$ cat config.mk
export PLATFORM = sky130hd
export DESIGN_NAME = servo_valve_overshoot_controller_core_flat
export DESIGN_NICKNAME = d
export VERILOG_FILES = /design/src/rtl/svoc_pkg.sv /design/src/rtl/svoc_ifs.sv /design/src/rtl/svoc_cfg_regs.sv /design/src/rtl/servo_valve_overshoot_controller_core.sv /design/src/flat_wrapper.sv
export SDC_FILE = /design/constraint.sdc
export NUM_CORES = 1
export LEC_CHECK = 0
export ABC_AREA = 1
export BUFFER_PORTS_ARGS = -buffer_cell sky130_fd_sc_hd__buf_4
export CORE_MARGIN = 1
export CORE_UTILIZATION = 60
export CTS_CLUSTER_DIAMETER = 80
export DETAILED_ROUTE_END_ITERATION = 10
export PLACE_DENSITY_LB_ADDON = 0.25
export SETUP_SLACK_MARGIN = 0.3
export SLEW_MARGIN = 25
export SYNTH_ARGS = -nofsm -noshare
export SYNTH_HDL_FRONTEND = slang
export SYNTH_HIERARCHICAL = 1
export SYNTH_SLANG_ARGS = --single-unit
$ cat constraint.sdc
create_clock -name clk -period 9.59 [get_ports clk]
set_input_delay 2.3975 -clock clk [delete_from_list [all_inputs] [get_ports clk]]
set_output_delay 2.3975 -clock clk [all_outputs]
set_load 0.05 [all_outputs]
$ cat src/rtl/svoc_pkg.sv
// ----------------------------------------------------------------------------
// Servo valve overshoot controller: package
// Shared types, register map, command codes and reset values.
// ----------------------------------------------------------------------------
`default_nettype none

package svoc_pkg;

	localparam int unsigned APB_ADDR_W = 5;
	localparam int unsigned APB_DATA_W = 32;

	// Register indexes (byte address is four times the index)
	localparam logic [2:0] REG_NEUTRAL_ANGLE    = 3'd0;
	localparam logic [2:0] REG_LOW_ANGLE        = 3'd1;
	localparam logic [2:0] REG_HIGH_ANGLE       = 3'd2;
	localparam logic [2:0] REG_MIN_PULSE        = 3'd3;
	localparam logic [2:0] REG_MAX_PULSE        = 3'd4;
	localparam logic [2:0] REG_OVERSHOOT_ANGLE  = 3'd5;
	localparam logic [2:0] REG_OVERSHOOT_PERIOD = 3'd6;

	// Command kinds
	localparam logic [2:0] KIND_TICK      = 3'd0;
	localparam logic [2:0] KIND_STATE     = 3'd1;
	localparam logic [2:0] KIND_ABS_GOAL  = 3'd2;
	localparam logic [2:0] KIND_REL_GOAL  = 3'd3;
	localparam logic [2:0] KIND_POLL      = 3'd4;

	// Logical modes
	localparam logic [1:0] MODE_LOW     = 2'd0;
	localparam logic [1:0] MODE_HIGH    = 2'd1;
	localparam logic [1:0] MODE_NEUTRAL = 2'd2;
	localparam logic [1:0] MODE_CUSTOM  = 2'd3;

	// Direction of the last goal change
	localparam logic [1:0] DIR_NONE = 2'd0;
	localparam logic [1:0] DIR_UP   = 2'd1;
	localparam logic [1:0] DIR_DOWN = 2'd2;

	localparam logic [15:0] ELAPSED_MAX = 16'hFFFF;

	// floor(n / 180) == (n * RECIP_180) >> RECIP_SHIFT for every n below 2**22
	localparam logic [22:0] RECIP_180   = 23'd5965233;
	localparam int unsigned RECIP_SHIFT = 30;

	// Reset values
	localparam logic [7:0]         RST_NEUTRAL_ANGLE    = 8'd90;
	localparam logic [7:0]         RST_LOW_ANGLE        = 8'd45;
	localparam logic [7:0]         RST_HIGH_ANGLE       = 8'd135;
	localparam logic [11:0]        RST_MIN_PULSE        = 12'd544;
	localparam logic [11:0]        RST_MAX_PULSE        = 12'd2400;
	localparam logic [6:0]         RST_OVERSHOOT_ANGLE  = 7'd0;
	localparam logic [15:0]        RST_OVERSHOOT_PERIOD = 16'd0;
	localparam logic signed [9:0]  RST_GOAL_ANGLE       = 10'sd90;
	localparam logic signed [10:0] RST_COMMANDED_ANGLE  = 11'sd90;

	typedef struct packed {
		logic [7:0]  neutral_angle;
		logic [7:0]  low_angle;
		logic [7:0]  high_angle;
		logic [11:0] min_pulse;
		logic [11:0] max_pulse;
		logic [6:0]  overshoot_angle;
		logic [15:0] overshoot_period;
	} cfg_t;

	// Result fields other than the pulse width, carried down the pipeline
	typedef struct packed {
		logic signed [10:0] set_angle;
		logic               moving;
		logic               changed_flag;
		logic [1:0]         current_mode;
	} res_info_t;

endpackage

`default_nettype wire

$ cat src/rtl/svoc_ifs.sv
// ----------------------------------------------------------------------------
// Servo valve overshoot controller: stream interfaces
// Command channel and result channel, valid/ready with payload.
// ----------------------------------------------------------------------------
`default_nettype none

interface svoc_cmd_if;
	logic              valid;
	logic              ready;
	logic [2:0]        kind;
	logic signed [8:0] value;

	modport source (output valid, output kind, output value, input ready);
	modport sink   (input valid, input kind, input value, output ready);
endinterface

interface svoc_res_if;
	logic               valid;
	logic               ready;
	logic signed [10:0] set_angle;
	logic signed [15:0] pulse_width;
	logic               moving;
	logic               changed_flag;
	logic [1:0]         current_mode;

	modport source (output valid, output set_angle, output pulse_width, output moving,
		output changed_flag, output current_mode, input ready);
	modport sink   (input valid, input set_angle, input pulse_width, input moving,
		input changed_flag, input current_mode, output ready);
endinterface

`default_nettype wire

$ cat src/rtl/svoc_cfg_regs.sv
// ----------------------------------------------------------------------------
// Servo valve overshoot controller: configuration registers
// APB register file holding the angle, pulse and overshoot settings.
// ----------------------------------------------------------------------------
`default_nettype none

module svoc_cfg_regs (
	input  wire logic                              clk,
	input  wire logic                              arst_n,
	input  wire logic                              psel,
	input  wire logic                              penable,
	input  wire logic                              pwrite,
	input  wire logic [svoc_pkg::APB_ADDR_W-1:0]   paddr,
	input  wire logic [svoc_pkg::APB_DATA_W-1:0]   pwdata,
	output logic      [svoc_pkg::APB_DATA_W-1:0]   prdata,
	output logic                                   pready,
	output svoc_pkg::cfg_t                         cfg
);

	svoc_pkg::cfg_t cfg_q;
	logic [2:0]     reg_idx;
	logic           wr_en;

	assign reg_idx = paddr[svoc_pkg::APB_ADDR_W-1:2];
	assign wr_en   = psel && penable && pwrite;
	assign pready  = 1'b1;
	assign cfg     = cfg_q;

	always_ff @(posedge clk or negedge arst_n) begin
		if (!arst_n) begin
			cfg_q.neutral_angle    <= svoc_pkg::RST_NEUTRAL_ANGLE;
			cfg_q.low_angle        <= svoc_pkg::RST_LOW_ANGLE;
			cfg_q.high_angle       <= svoc_pkg::RST_HIGH_ANGLE;
			cfg_q.min_pulse        <= svoc_pkg::RST_MIN_PULSE;
			cfg_q.max_pulse        <= svoc_pkg::RST_MAX_PULSE;
			cfg_q.overshoot_angle  <= svoc_pkg::RST_OVERSHOOT_ANGLE;
			cfg_q.overshoot_period <= svoc_pkg::RST_OVERSHOOT_PERIOD;
		end else if (wr_en) begin
			case (reg_idx)
				svoc_pkg::REG_NEUTRAL_ANGLE:    cfg_q.neutral_angle    <= pwdata[7:0];
				svoc_pkg::REG_LOW_ANGLE:        cfg_q.low_angle        <= pwdata[7:0];
				svoc_pkg::REG_HIGH_ANGLE:       cfg_q.high_angle       <= pwdata[7:0];
				svoc_pkg::REG_MIN_PULSE:        cfg_q.min_pulse        <= pwdata[11:0];
				svoc_pkg::REG_MAX_PULSE:        cfg_q.max_pulse        <= pwdata[11:0];
				svoc_pkg::REG_OVERSHOOT_ANGLE:  cfg_q.overshoot_angle  <= pwdata[6:0];
				svoc_pkg::REG_OVERSHOOT_PERIOD: cfg_q.overshoot_period <= pwdata[15:0];
				default: ;
			endcase
		end
	end

	always_comb begin
		case (reg_idx)
			svoc_pkg::REG_NEUTRAL_ANGLE:    prdata = {24'd0, cfg_q.neutral_angle};
			svoc_pkg::REG_LOW_ANGLE:        prdata = {24'd0, cfg_q.low_angle};
			svoc_pkg::REG_HIGH_ANGLE:       prdata = {24'd0, cfg_q.high_angle};
			svoc_pkg::REG_MIN_PULSE:        prdata = {20'd0, cfg_q.min_pulse};
			svoc_pkg::REG_MAX_PULSE:        prdata = {20'd0, cfg_q.max_pulse};
			svoc_pkg::REG_OVERSHOOT_ANGLE:  prdata = {25'd0, cfg_q.overshoot_angle};
			svoc_pkg::REG_OVERSHOOT_PERIOD: prdata = {16'd0, cfg_q.overshoot_period};
			default:                        prdata = '0;
		endcase
	end

endmodule

`default_nettype wire

$ cat src/rtl/servo_valve_overshoot_controller_core.sv
// ----------------------------------------------------------------------------
// Servo valve overshoot controller core
// Tracks goal, overshoot timing and change flag; maps the commanded angle to a
// servo pulse width.
// ----------------------------------------------------------------------------
//  Port group   Dir   Handshake                 Beat contents
//  cmd          in    valid/ready               kind, value
//  res          out   valid/ready               set_angle, pulse_width, moving,
//                                               changed_flag, current_mode
//  APB          in    psel/penable, pready=1    register writes and reads
//
//  One command beat in and one result beat out every cycle while res is ready;
//  five registers (input, state update, angle-by-span multiply, reciprocal
//  multiply for /180, offset add) lie between a taken command beat and res.
//  Controller state is updated in the second stage, one beat per cycle unless stalled.
//  A stalled result holds the output; earlier stages keep filling until full.
//  arst_n clears the valid bits and resets the controller state and config registers.
// ----------------------------------------------------------------------------
`default_nettype none

module servo_valve_overshoot_controller_core (
	input  wire logic                              clk,
	input  wire logic                              arst_n,
	input  wire logic                              psel,
	input  wire logic                              penable,
	input  wire logic                              pwrite,
	input  wire logic [svoc_pkg::APB_ADDR_W-1:0]   paddr,
	input  wire logic [svoc_pkg::APB_DATA_W-1:0]   pwdata,
	output logic      [svoc_pkg::APB_DATA_W-1:0]   prdata,
	output logic                                   pready,
	svoc_cmd_if.sink                               cmd,
	svoc_res_if.source                             res
);

	svoc_pkg::cfg_t cfg;

	svoc_cfg_regs u_cfg_regs (
		.clk     (clk),
		.arst_n  (arst_n),
		.psel    (psel),
		.penable (penable),
		.pwrite  (pwrite),
		.paddr   (paddr),
		.pwdata  (pwdata),
		.prdata  (prdata),
		.pready  (pready),
		.cfg     (cfg)
	);

	// Pipeline valid bits and load enables
	logic vld_s1, vld_s2, vld_s3, vld_s4, out_vld_q;
	logic ld_s1, ld_s2, ld_s3, ld_s4, ld_out;

	assign ld_out = !out_vld_q || res.ready;
	assign ld_s4  = !vld_s4 || ld_out;
	assign ld_s3  = !vld_s3 || ld_s4;
	assign ld_s2  = !vld_s2 || ld_s3;
	assign ld_s1  = !vld_s1 || ld_s2;
	assign cmd.ready = ld_s1;

	always_ff @(posedge clk or negedge arst_n) begin
		if (!arst_n) begin
			vld_s1    <= 1'b0;
			vld_s2    <= 1'b0;
			vld_s3    <= 1'b0;
			vld_s4    <= 1'b0;
			out_vld_q <= 1'b0;
		end else begin
			if (ld_s1)  vld_s1    <= cmd.valid;
			if (ld_s2)  vld_s2    <= vld_s1;
			if (ld_s3)  vld_s3    <= vld_s2;
			if (ld_s4)  vld_s4    <= vld_s3;
			if (ld_out) out_vld_q <= vld_s4;
		end
	end

	// Stage 1: command register
	logic [2:0]        kind_s1;
	logic signed [8:0] value_s1;

	always_ff @(posedge clk) begin
		if (ld_s1) begin
			kind_s1  <= cmd.kind;
			value_s1 <= cmd.value;
		end
	end

	// Controller state
	logic [1:0]         mode_q;
	logic signed [9:0]  goal_q;
	logic signed [10:0] angle_q;
	logic [1:0]         dir_q;
	logic [15:0]        elapsed_q;
	logic               pend_q;

	logic               step_en;
	logic               is_tick, is_state, is_goal, is_poll;
	logic [1:0]         mode_sel;
	logic signed [9:0]  value_ext, state_goal, rel_goal, new_goal;
	logic               goal_chg, refresh, moving_nx, pend_set, flag_nx;
	logic [1:0]         mode_nx, dir_nx;
	logic signed [9:0]  goal_nx;
	logic [15:0]        elapsed_nx;
	logic signed [10:0] ovs, target, angle_nx;

	assign step_en   = vld_s1 && ld_s2;
	assign is_tick   = (kind_s1 == svoc_pkg::KIND_TICK);
	assign is_state  = (kind_s1 == svoc_pkg::KIND_STATE);
	assign is_goal   = (kind_s1 == svoc_pkg::KIND_ABS_GOAL) ||
		(kind_s1 == svoc_pkg::KIND_REL_GOAL);
	assign is_poll   = (kind_s1 == svoc_pkg::KIND_POLL);
	assign value_ext = {value_s1[8], value_s1};

	always_comb begin
		if (value_s1 == 9'sd0) begin
			mode_sel = svoc_pkg::MODE_LOW;
		end else if (value_s1 == 9'sd1) begin
			mode_sel = svoc_pkg::MODE_HIGH;
		end else begin
			mode_sel = svoc_pkg::MODE_NEUTRAL;
		end
	end

	always_comb begin
		case (mode_sel)
			svoc_pkg::MODE_LOW:  state_goal = $signed({2'b00, cfg.low_angle});
			svoc_pkg::MODE_HIGH: state_goal = $signed({2'b00, cfg.high_angle});
			default:             state_goal = $signed({2'b00, cfg.neutral_angle});
		endcase
	end

	assign rel_goal = $signed({2'b00, cfg.neutral_angle}) + value_ext;

	always_comb begin
		if (is_state) begin
			new_goal = state_goal;
		end else if (kind_s1 == svoc_pkg::KIND_REL_GOAL) begin
			new_goal = rel_goal;
		end else begin
			new_goal = value_ext;
		end
	end

	assign goal_chg = (is_state && (mode_sel != mode_q)) || (is_goal && (new_goal != goal_q));
	assign mode_nx  = goal_chg ? (is_state ? mode_sel : svoc_pkg::MODE_CUSTOM) : mode_q;
	assign goal_nx  = goal_chg ? new_goal : goal_q;

	always_comb begin
		if (!goal_chg) begin
			dir_nx = dir_q;
		end else if (new_goal > goal_q) begin
			dir_nx = svoc_pkg::DIR_UP;
		end else if (new_goal < goal_q) begin
			dir_nx = svoc_pkg::DIR_DOWN;
		end else begin
			dir_nx = svoc_pkg::DIR_NONE;
		end
	end

	always_comb begin
		if (goal_chg) begin
			elapsed_nx = '0;
		end else if (is_tick && (elapsed_q != svoc_pkg::ELAPSED_MAX)) begin
			elapsed_nx = elapsed_q + 16'd1;
		end else begin
			elapsed_nx = elapsed_q;
		end
	end

	assign moving_nx = (elapsed_nx < cfg.overshoot_period);

	always_comb begin
		if (moving_nx && (dir_nx == svoc_pkg::DIR_UP)) begin
			ovs = $signed({4'b0000, cfg.overshoot_angle});
		end else if (moving_nx && (dir_nx == svoc_pkg::DIR_DOWN)) begin
			ovs = -$signed({4'b0000, cfg.overshoot_angle});
		end else begin
			ovs = '0;
		end
	end

	// Polls keep the commanded angle; repeated goal or state commands do nothing.
	assign refresh  = is_tick || goal_chg;
	assign target   = {goal_nx[9], goal_nx} + ovs;
	assign angle_nx = refresh ? target : angle_q;
	assign pend_set = refresh && (target != angle_q);
	assign flag_nx  = pend_q || pend_set;

	always_ff @(posedge clk or negedge arst_n) begin
		if (!arst_n) begin
			mode_q    <= svoc_pkg::MODE_NEUTRAL;
			goal_q    <= svoc_pkg::RST_GOAL_ANGLE;
			angle_q   <= svoc_pkg::RST_COMMANDED_ANGLE;
			dir_q     <= svoc_pkg::DIR_NONE;
			elapsed_q <= '0;
			pend_q    <= 1'b1;
		end else if (step_en) begin
			mode_q    <= mode_nx;
			goal_q    <= goal_nx;
			angle_q   <= angle_nx;
			dir_q     <= dir_nx;
			elapsed_q <= elapsed_nx;
			pend_q    <= is_poll ? 1'b0 : flag_nx;
		end
	end

	// Stage 2: result fields and the magnitude of the commanded angle
	svoc_pkg::res_info_t info_s2, info_s3, info_s4, out_info_q;
	logic [10:0] mag_s2;
	logic        neg_s2;

	always_ff @(posedge clk) begin
		if (ld_s2) begin
			info_s2.set_angle    <= angle_nx;
			info_s2.moving       <= moving_nx;
			info_s2.changed_flag <= flag_nx;
			info_s2.current_mode <= mode_nx;
			mag_s2               <= angle_nx[10] ? 11'(-angle_nx) : 11'(angle_nx);
			neg_s2               <= angle_nx[10];
		end
	end

	// Stage 3: |angle| * |max_pulse - min_pulse|, below 2**22 for any inputs
	logic        span_neg;
	logic [11:0] span_mag;
	logic [22:0] prod_full;
	logic [21:0] prod_s3;
	logic        neg_s3;

	assign span_neg  = (cfg.max_pulse < cfg.min_pulse);
	assign span_mag  = span_neg ? (cfg.min_pulse - cfg.max_pulse)
		: (cfg.max_pulse - cfg.min_pulse);
	assign prod_full = mag_s2 * span_mag;

	always_ff @(posedge clk) begin
		if (ld_s3) begin
			info_s3 <= info_s2;
			prod_s3 <= prod_full[21:0];
			neg_s3  <= neg_s2 ^ span_neg;
		end
	end

	// Stage 4: divide the magnitude by the span of 180 degrees
	logic [44:0] quot_full;
	logic [14:0] quot_s4;
	logic        neg_s4;

	assign quot_full = prod_s3 * svoc_pkg::RECIP_180;

	always_ff @(posedge clk) begin
		if (ld_s4) begin
			info_s4 <= info_s3;
			quot_s4 <= quot_full[svoc_pkg::RECIP_SHIFT +: 15];
			neg_s4  <= neg_s3;
		end
	end

	// Output stage: restore the sign (truncation toward zero) and add the offset
	logic [16:0] quot_ext, pulse_sum;
	logic [15:0] pulse_q;

	assign quot_ext  = {2'b00, quot_s4};
	assign pulse_sum = {5'd0, cfg.min_pulse} + (neg_s4 ? (~quot_ext + 17'd1) : quot_ext);

	always_ff @(posedge clk) begin
		if (ld_out) begin
			out_info_q <= info_s4;
			pulse_q    <= pulse_sum[15:0];
		end
	end

	assign res.valid        = out_vld_q;
	assign res.set_angle    = out_info_q.set_angle;
	assign res.pulse_width  = $signed(pulse_q);
	assign res.moving       = out_info_q.moving;
	assign res.changed_flag = out_info_q.changed_flag;
	assign res.current_mode = out_info_q.current_mode;

endmodule

`default_nettype wire

$ cat src/flat_wrapper.sv
// flat-port wrapper written by rule: the top's interface ports become plain ports
module servo_valve_overshoot_controller_core_flat 
  (clk, arst_n, psel, penable, pwrite, paddr, pwdata, prdata, pready, cmd_valid, cmd_kind, cmd_value, cmd_ready, res_valid, res_set_angle, res_pulse_width, res_moving, res_changed_flag, res_current_mode, res_ready);
  svoc_cmd_if cmd_i ();
  svoc_res_if res_i ();
  input  wire logic clk;
  input  wire logic arst_n;
  input  wire logic psel;
  input  wire logic penable;
  input  wire logic pwrite;
  input  wire logic [svoc_pkg::APB_ADDR_W-1:0] paddr;
  input  wire logic [svoc_pkg::APB_DATA_W-1:0] pwdata;
  output logic      [svoc_pkg::APB_DATA_W-1:0] prdata;
  output logic pready;
  input wire logic [$bits(cmd_i.valid)-1:0] cmd_valid;
  input wire logic [$bits(cmd_i.kind)-1:0] cmd_kind;
  input wire logic [$bits(cmd_i.value)-1:0] cmd_value;
  output wire logic [$bits(cmd_i.ready)-1:0] cmd_ready;
  output wire logic [$bits(res_i.valid)-1:0] res_valid;
  output wire logic [$bits(res_i.set_angle)-1:0] res_set_angle;
  output wire logic [$bits(res_i.pulse_width)-1:0] res_pulse_width;
  output wire logic [$bits(res_i.moving)-1:0] res_moving;
  output wire logic [$bits(res_i.changed_flag)-1:0] res_changed_flag;
  output wire logic [$bits(res_i.current_mode)-1:0] res_current_mode;
  input wire logic [$bits(res_i.ready)-1:0] res_ready;
  assign cmd_i.valid = cmd_valid;
  assign cmd_i.kind = cmd_kind;
  assign cmd_i.value = cmd_value;
  assign cmd_ready = cmd_i.ready;
  assign res_valid = res_i.valid;
  assign res_set_angle = res_i.set_angle;
  assign res_pulse_width = res_i.pulse_width;
  assign res_moving = res_i.moving;
  assign res_changed_flag = res_i.changed_flag;
  assign res_current_mode = res_i.current_mode;
  assign res_i.ready = res_ready;
  servo_valve_overshoot_controller_core u_core (.clk(clk), .arst_n(arst_n), .psel(psel), .penable(penable), .pwrite(pwrite), .paddr(paddr), .pwdata(pwdata), .prdata(prdata), .pready(pready), .cmd(cmd_i), .res(res_i));
endmodule
==> metrics.md, run 1 <==
| Metric | Value |
|---|---|
| Remaining antenna violation count after routing | 0 |
| Biggest cell delay along the critical path | 0.62 ns |
| First-pass GRT wire length | 100 mm |
| Nature of the critical path endpoint | flip-flop |
| Top fanout value on the critical path | 11 |
| RSZ-0062 raised after global routing | no |
| Crit path required time | 9.88 ns |
| Most repeated cell in the gate-level netlist after synthesis | sky130_fd_sc_hd__nand2_1 |
| PostCTS Resize Cnt | 0 |
| Mean number of vias per cell | 5.61 |
| Antenna violations before repair | 0 |
| Number of buffers added on ports | 86 |
| Clock skew | 0.0115 ns |
| Upper clock frequency limit | 114 MHz |
| Violation count after the first detailed-routing iteration | 1333 |
| Top cells by area in the synthesized netlist | sky130_fd_sc_hd__fa_1 (18%), sky130_fd_sc_hd__edfxtp_1 (16%), sky130_fd_sc_hd__ha_1 (16%), sky130_fd_sc_hd__dfrtp_1 (8.9%), sky130_fd_sc_hd__nand2_1 (8.1%) |
| Number of flip-flops and latches in the synthesized netlist | 255 |
| Detailed-route via count | 19400 |
| Largest area contributor in the netlist | sky130_fd_sc_hd__fa_1 |
| # hold bufs at CTS | 0 |
| Post-synthesis cell area | 25200 sq um |
| Relative slew slack | 31.1% |
| Violations in the final reports | DRC |
| Clock latency of the later-clocked register in the worst-skew pair | 0.56 ns |
| RePlAce Congestion | 0.959 |
| Detailed Place HPWL | 49.2 mm |
| Antenna diode count | 0 |
| Average wire length per cell after detail routing | 17.8 um |
| Number of detailed-routing iterations run before antenna repair | 8 |
| Maximum buffer depth of the clock tree | 3 |
| CTS tree | yes |
| Number of remaining DRC errors | 2 |
| Total of endpoints with negative setup slack in the final report | 0 |
| Initial standard-cell utilization of the core | 61.3% |
| Post-synthesis instance total | 2830 |
| Number of buffers inserted by post-CTS setup repair | 0 |
| Total of max-cap violations | 0 |
| CTS root buffer | sky130_fd_sc_hd__clkbuf_16 |
| Origin of the critical flop-to-flop path | u_core/u_cfg_regs/cfg[36] |
| List of most frequent post-synthesis cells | sky130_fd_sc_hd__nand2_1 (546), sky130_fd_sc_hd__inv_1 (489), sky130_fd_sc_hd__ha_1 (325) |
| Clock slew at reported path FFs | 0.06 ns |
| Height of the die | 207 um |
| Yosys cell types | 65 |
| Async SR Flop Fraction | 46.3% |
| Worst path arrival time | 9.10 ns |
| WS Path Type | reg2reg |
| Area grow syn2layout | 8.03% |
| Period utilisation layout | 91.9% |
| Critical Path Most Common Cell | sky130_fd_sc_hd__nand2_1 |
| Synth warnings | 6 |
| Total wire length | 61.6 mm |
| TNS Setup | 0 ns |
| Dominant register cell in the synthesized netlist | sky130_fd_sc_hd__edfxtp_1 |
| Pin count of the biggest net entering global routing | 67 |
| Vias in the first global route | 20000 |
| Worst hold path class | reg2reg |
| Library cell contributing the largest single delay on the critical path | sky130_fd_sc_hd__dfrtp_1 |
| Die Footprint | 42800 sq um |
| Number of clock buffers inserted by TritonCTS | 29 |
| Count of pins on the block boundary | 122 |
| Floorplan core area | 41100 sq um |
| Status | finished with violations |
| Register area share after synthesis | 28.2% |
| Total number of nets in the final design | 3504 |
| Clock sinks | 255 |
| Hold violation total from the final report | 0 |
| Total count of max-transition violations in the final report | 0 |
| Die width | 207 um |
| Area fraction of the dominant cell type after synthesis | 17.6% |
| Total overflow reported by the global router | 0 |
| Critical path startpoint | u_core/u_cfg_regs/cfg[36] |
| Filler cells | 3357 |
| H-tree lvl count | 1 |
| Global routing usage summed across all routing layers | 30.2% |
| Startpoint class of the critical path | flip-flop |
| Start point of the worst hold path | u_core/info_s4[13] |
| Worst-Margin Slew | 1.03 ns |
| Share of cells above drive strength 1 | 8.62% |
| Mean cell area of the mapped netlist | 8.90 sq um |
| Final worst path period need | 8.81 ns |
| Number of flops mapped to enable cells by yosys | 137 |
| Number of core rows | 74 |
[state kept, by name, indices dropped and copies added, names as in the netlist, 2 cells and up]
name,flops
u_core/angle_q,11
u_core/kind_s1,3
u_core/info_s4,15
u_core/mag_s2,10
u_core/res.current_mode,2
u_core/info_s3,15
u_core/res.pulse_width,16
u_core/res.set_angle,11
u_core/u_cfg_regs/cfg,71
u_core/prod_s3,22
u_core/quot_s4,15
u_core/dir_q,2
u_core/info_s2,15
u_core/goal_q,10
u_core/mode_q,2
u_core/value_s1,9
u_core/elapsed_q,16
[worst max-delay path: cells and delay by family, from the launching register on]
family | cells | cell delay [ns]
fa+ha+maj | 7 | 3.33
simple gates | 14 | 1.67
compound gates | 10 | 1.66
buf+inv | 7 | 1.08
flops | 1 | 0.62
xor+xnor | 1 | 0.13
[metal layers]
layer / global-route usage [%] / up-vias / share of wire (%)
li1: - / 9262 / -
met4: 10.4 / 0 / 3.3
met1: 37.8 / 9424 / 42
met5: 0 / - / 0
met3: 3.47 / 117 / 5.3
met2: 53.8 / 606 / 50
[kinds of logic (layout without fill, tap and decap cells)]
family / after synthesis / count (layout) / synth area share (%)
xor gates and xnor gates: 106 / 106 / 3.72
AOI/OAI and AO/OA: 417 / 417 / 9.20
and+or+nand+nor: 919 / 919 / 15.8
adders and majority gates: 546 / 546 / 33.7
muxes: 1 / 1 / 0.0397
buffers and inverters: 584 / 664 / 9.28
DFF: 255 / 255 / 28.2
other: 2 / 17 / 0.0298
[layout by cell type (no fill, tap or decap), types with 5 or more instances in the layout]
master                      count
sky130_fd_sc_hd__nor4_1         5
sky130_fd_sc_hd__xnor2_1       27
sky130_fd_sc_hd__dfstp_2       28
sky130_fd_sc_hd__ha_1         325
sky130_fd_sc_hd__buf_4         95
sky130_fd_sc_hd__inv_1        489
sky130_fd_sc_hd__o21ai_1        9
sky130_fd_sc_hd__a21o_1         5
sky130_fd_sc_hd__o21ai_2        9
sky130_fd_sc_hd__clkbuf_1      10
sky130_fd_sc_hd__nand2_2       10
sky130_fd_sc_hd__nand2_1      546
sky130_fd_sc_hd__clkinv_1      10
sky130_fd_sc_hd__conb_1        17
sky130_fd_sc_hd__o21a_1         6
sky130_fd_sc_hd__edfxtp_1     137
sky130_fd_sc_hd__a21oi_1      131
sky130_fd_sc_hd__nand3_2        6
sky130_fd_sc_hd__o211ai_1       9
sky130_fd_sc_hd__nor2_4        12
sky130_fd_sc_hd__nor2_2        13
sky130_fd_sc_hd__nor3b_1        5
sky130_fd_sc_hd__inv_2         15
sky130_fd_sc_hd__clkbuf_16     29
sky130_fd_sc_hd__nor2_1       172
sky130_fd_sc_hd__o21ai_0      196
sky130_fd_sc_hd__nor3_1        30
sky130_fd_sc_hd__nand4_1       33
sky130_fd_sc_hd__xor2_1        78
sky130_fd_sc_hd__o21bai_1       7
sky130_fd_sc_hd__nand3_1       67
sky130_fd_sc_hd__a31oi_1       13
sky130_fd_sc_hd__dfrtp_1       90
sky130_fd_sc_hd__o31ai_1        6
sky130_fd_sc_hd__fa_1         221
[final cells by class]
type | instances | area [sq um] | area share, %
clock buffers | 42 | 805 | 2.96
inverters | 515 | 1940 | 7.12
flip-flops and latches | 255 | 7100 | 26.1
clock inverters | 12 | 173 | 0.635
well taps | 532 | 666 | 2.45
multi-input cells | 2006 | 15800 | 58.1
repair buffers | 95 | 713 | 2.62
[through the flow]
stage | utilization [%] | hold slack (ns) | cells | setup WS [ns] | cell area, sq um
floorplan | - | 0.400 | 2845 | 1.65 | 25200
global placement | 63.8 | 0.405 | 3403 | 1.04 | 26200
detailed placement | 63.8 | 0.406 | 3403 | 0.904 | 26200
CTS | 66.2 | 0.422 | 3457 | 0.856 | 27200
global route | 66.2 | 0.430 | 3457 | 0.304 | 27200
finish | 66.2 | 0.418 | 3457 | 0.781 | 27200
[worst paths after layout]
path / slack (ns) / end / depth (start not counted)
min in group asynchronous: 1.93 / u_core/vld_s4 / 1
worst min-delay path: 0.42 / u_core/res.set_angle[9] / 0
worst max-delay path: 0.78 / u_core/prod_s3[18] / 39
worst max register to register: 0.78 / u_core/prod_s3[18] / 39
max in group asynchronous: 6.38 / u_core/u_cfg_regs/cfg[10] / 2
worst min register to register: 0.42 / u_core/res.set_angle[9] / 0
Power of run 1 is not shown: default switching activity piles up to over one toggle a cycle in this logic, so the estimate is an artifact.
==> run 2: changes to the inputs <==
--- a/config.mk
+++ b/config.mk
@@ -12,6 +12,7 @@
 export CTS_CLUSTER_DIAMETER = 80
 export DETAILED_ROUTE_END_ITERATION = 10
 export PLACE_DENSITY_LB_ADDON = 0.25
+export REMOVE_ABC_BUFFERS = 1
 export SETUP_SLACK_MARGIN = 0.3
 export SLEW_MARGIN = 25
 export SYNTH_ARGS = -nofsm -noshare
==> constraint.sdc (replaced) <==
create_clock -name clk -period 9.8 [get_ports clk]
set_input_delay 2.45 -clock clk [delete_from_list [all_inputs] [get_ports clk]]
set_output_delay 2.45 -clock clk [all_outputs]
set_load 0.05 [all_outputs]
==> metrics.md, run 2 (synthesis gave the netlist of run 1 again) <==
| Metric | Value |
|---|---|
| Status | finished, final reports clean (was finished with violations) |
| Clock latency of the later-clocked register in the worst-skew pair | 0.58 ns (was 0.56 ns) |
| Vias in the first global route | 20100 (was 20000) |
| H-tree lvl count | 1 (unchanged) |
| Relative slew slack | 35.7% (was 31.1%) |
| WS Path Type | reg2reg (unchanged) |
| Number of core rows | 74 (unchanged) |
| Upper clock frequency limit | 119 MHz (was 114 MHz) |
| CTS tree | yes (unchanged) |
| Nature of the critical path endpoint | flip-flop (unchanged) |
| Detailed Place HPWL | 49.3 mm (was 49.2 mm) |
| Mean number of vias per cell | 5.62 (was 5.61) |
| Antenna violations before repair | 0 (unchanged) |
| TNS Setup | 0 ns (unchanged) |
| Startpoint class of the critical path | flip-flop (unchanged) |
| Remaining antenna violation count after routing | 0 (unchanged) |
| Crit path required time | 10.14 ns (was 9.88 ns) |
| Initial standard-cell utilization of the core | 61.3% (unchanged) |
| Hold violation total from the final report | 0 (unchanged) |
| RSZ-0062 raised after global routing | no (unchanged) |
| Share of cells above drive strength 1 | 8.75% (was 8.62%) |
| Area grow syn2layout | 8.25% (was 8.03%) |
| Pin count of the biggest net entering global routing | 82 (was 67) |
| Period utilisation layout | 86.0% (was 91.9%) |
| Antenna diode count | 0 (unchanged) |
| Count of pins on the block boundary | 122 (unchanged) |
| Clock sinks | 255 (unchanged) |
| Non-filler cells in the finished layout | 3458 (was 3457) |
| Height of the die | 207 um (unchanged) |
| Number of remaining DRC errors | 0 (was 2) |
| Most common cell after layout, fill and taps aside | sky130_fd_sc_hd__nand2_1 (unchanged) |
| Total of max-cap violations | 0 (unchanged) |
| Clock skew | 0.0120 ns (was 0.0115 ns) |
| First-pass GRT wire length | 101 mm (was 100 mm) |
| RePlAce Congestion | 0.973 (was 0.959) |
| Number of buffers inserted by post-CTS setup repair | 0 (unchanged) |
| Total overflow reported by the global router | 0 (unchanged) |
| Number of buffers added on ports | 86 (unchanged) |
| PostCTS Resize Cnt | 0 (unchanged) |
| Worst Hold Margin | 0.404 ns (was 0.418 ns) |
| Biggest cell delay along the critical path | 0.44 ns (was 0.62 ns) |
| Total number of nets in the final design | 3504 (unchanged) |
| Worst hold path class | reg2reg (unchanged) |
| Number of detailed-routing iterations run before antenna repair | 8 (unchanged) |
| Die Footprint | 42800 sq um (unchanged) |
| Total of endpoints with negative setup slack in the final report | 0 (unchanged) |
| Clock slew at reported path FFs | 0.06 ns (about the same) |
| Top library cells by usage in the layout, fill and taps aside | sky130_fd_sc_hd__nand2_1 (546), sky130_fd_sc_hd__inv_1 (487), sky130_fd_sc_hd__ha_1 (325) (was sky130_fd_sc_hd__nand2_1 (546), sky130_fd_sc_hd__inv_1 (489), sky130_fd_sc_hd__ha_1 (325)) |
| # hold bufs at CTS | 0 (unchanged) |
| Violation count after the first detailed-routing iteration | 1411 (was 1333) |
| Post-Layout Inst Area | 27300 sq um (was 27200 sq um) |
| Library cell contributing the largest single delay on the critical path | sky130_fd_sc_hd__edfxtp_1 (was sky130_fd_sc_hd__dfrtp_1) |
| Detailed-route via count | 19400 (about the same) |
| Floorplan core area | 41100 sq um (unchanged) |
| Worst path arrival time | 8.76 ns (was 9.10 ns) |
| Worst-Margin Slew | 0.959 ns (was 1.03 ns) |
| Average wire length per cell after detail routing | 17.8 um (about the same) |
| Total count of max-transition violations in the final report | 0 (unchanged) |
| Flip-flop count of the largest register after layout | 71 (unchanged) |
| Die width | 207 um (unchanged) |
| Total cell area at the placement stage | 26200 sq um (about the same) |
| Global routing usage summed across all routing layers | 30.2% (about the same) |
| Total wire length | 61.7 mm (was 61.6 mm) |
| Maximum buffer depth of the clock tree | 3 (unchanged) |
| Number of clock buffers inserted by TritonCTS | 30 (was 29) |
| Top fanout value on the critical path | 29 (was 11) |
| Final worst path period need | 8.43 ns (was 8.81 ns) |
| Total placed cells including tap cells | 3402 (was 3403) |
| CTS root buffer | sky130_fd_sc_hd__clkbuf_16 (unchanged) |
run 2: final timing paths:
check                                    from                         to  slack, ns  cells past startpoint
hold / removal              u_core/info_s4[4]    u_core/res.set_angle[0]       0.40                      0
hold reg to reg             u_core/info_s4[4]    u_core/res.set_angle[0]       0.40                      0
max in group asynchronous              arst_n  u_core/u_cfg_regs/cfg[70]       6.81                      2
setup / recovery           u_core/value_s1[0]           u_core/mag_s2[9]       1.37                     50
min in group asynchronous              arst_n           u_core/goal_q[7]       1.87                      1
setup reg to reg           u_core/value_s1[0]           u_core/mag_s2[9]       1.37                     50
run 2: critical path: cells and delay by family (launching register included):
| family | cells | cell delay [ns] |
|---|---|---|
| fa+ha+maj | 6 | 1.84 |
| compound gates | 13 | 2.02 |
| flops | 1 | 0.44 |
| buf+inv | 6 | 0.84 |
| simple gates | 25 | 3.03 |
run 2: area by class of cell:
class | count | area, sq um
clock inverter | 17 | 200
sequential | 255 | 7100
inverter | 515 | 1940
tap | 532 | 666
fill | 3304 | 13800
clock buffer | 39 | 836
timing repair buffer | 94 | 709
multi-input combinational | 2006 | 15800
run 2: through the flow:
step	util, %	worst slack (ns)
final	66.3	1.37
after global routing	66.3	0.486
after CTS	66.3	1.21
after detailed placement	63.8	1.30
after global placement	63.8	1.47
after floorplan	-	1.76
run 2: layer usage:
layer / vias up / part of all wire [%] / GRT usage [%]
li1: 9270 / - / -
met1: 9392 / 41 / 38.0
met2: 631 / 50 / 53.4
met3: 143 / 5.7 / 3.61
met4: 0 / 3.8 / 10.8
met5: - / 0 / 0
Power of run 2 is left out for the same reason.
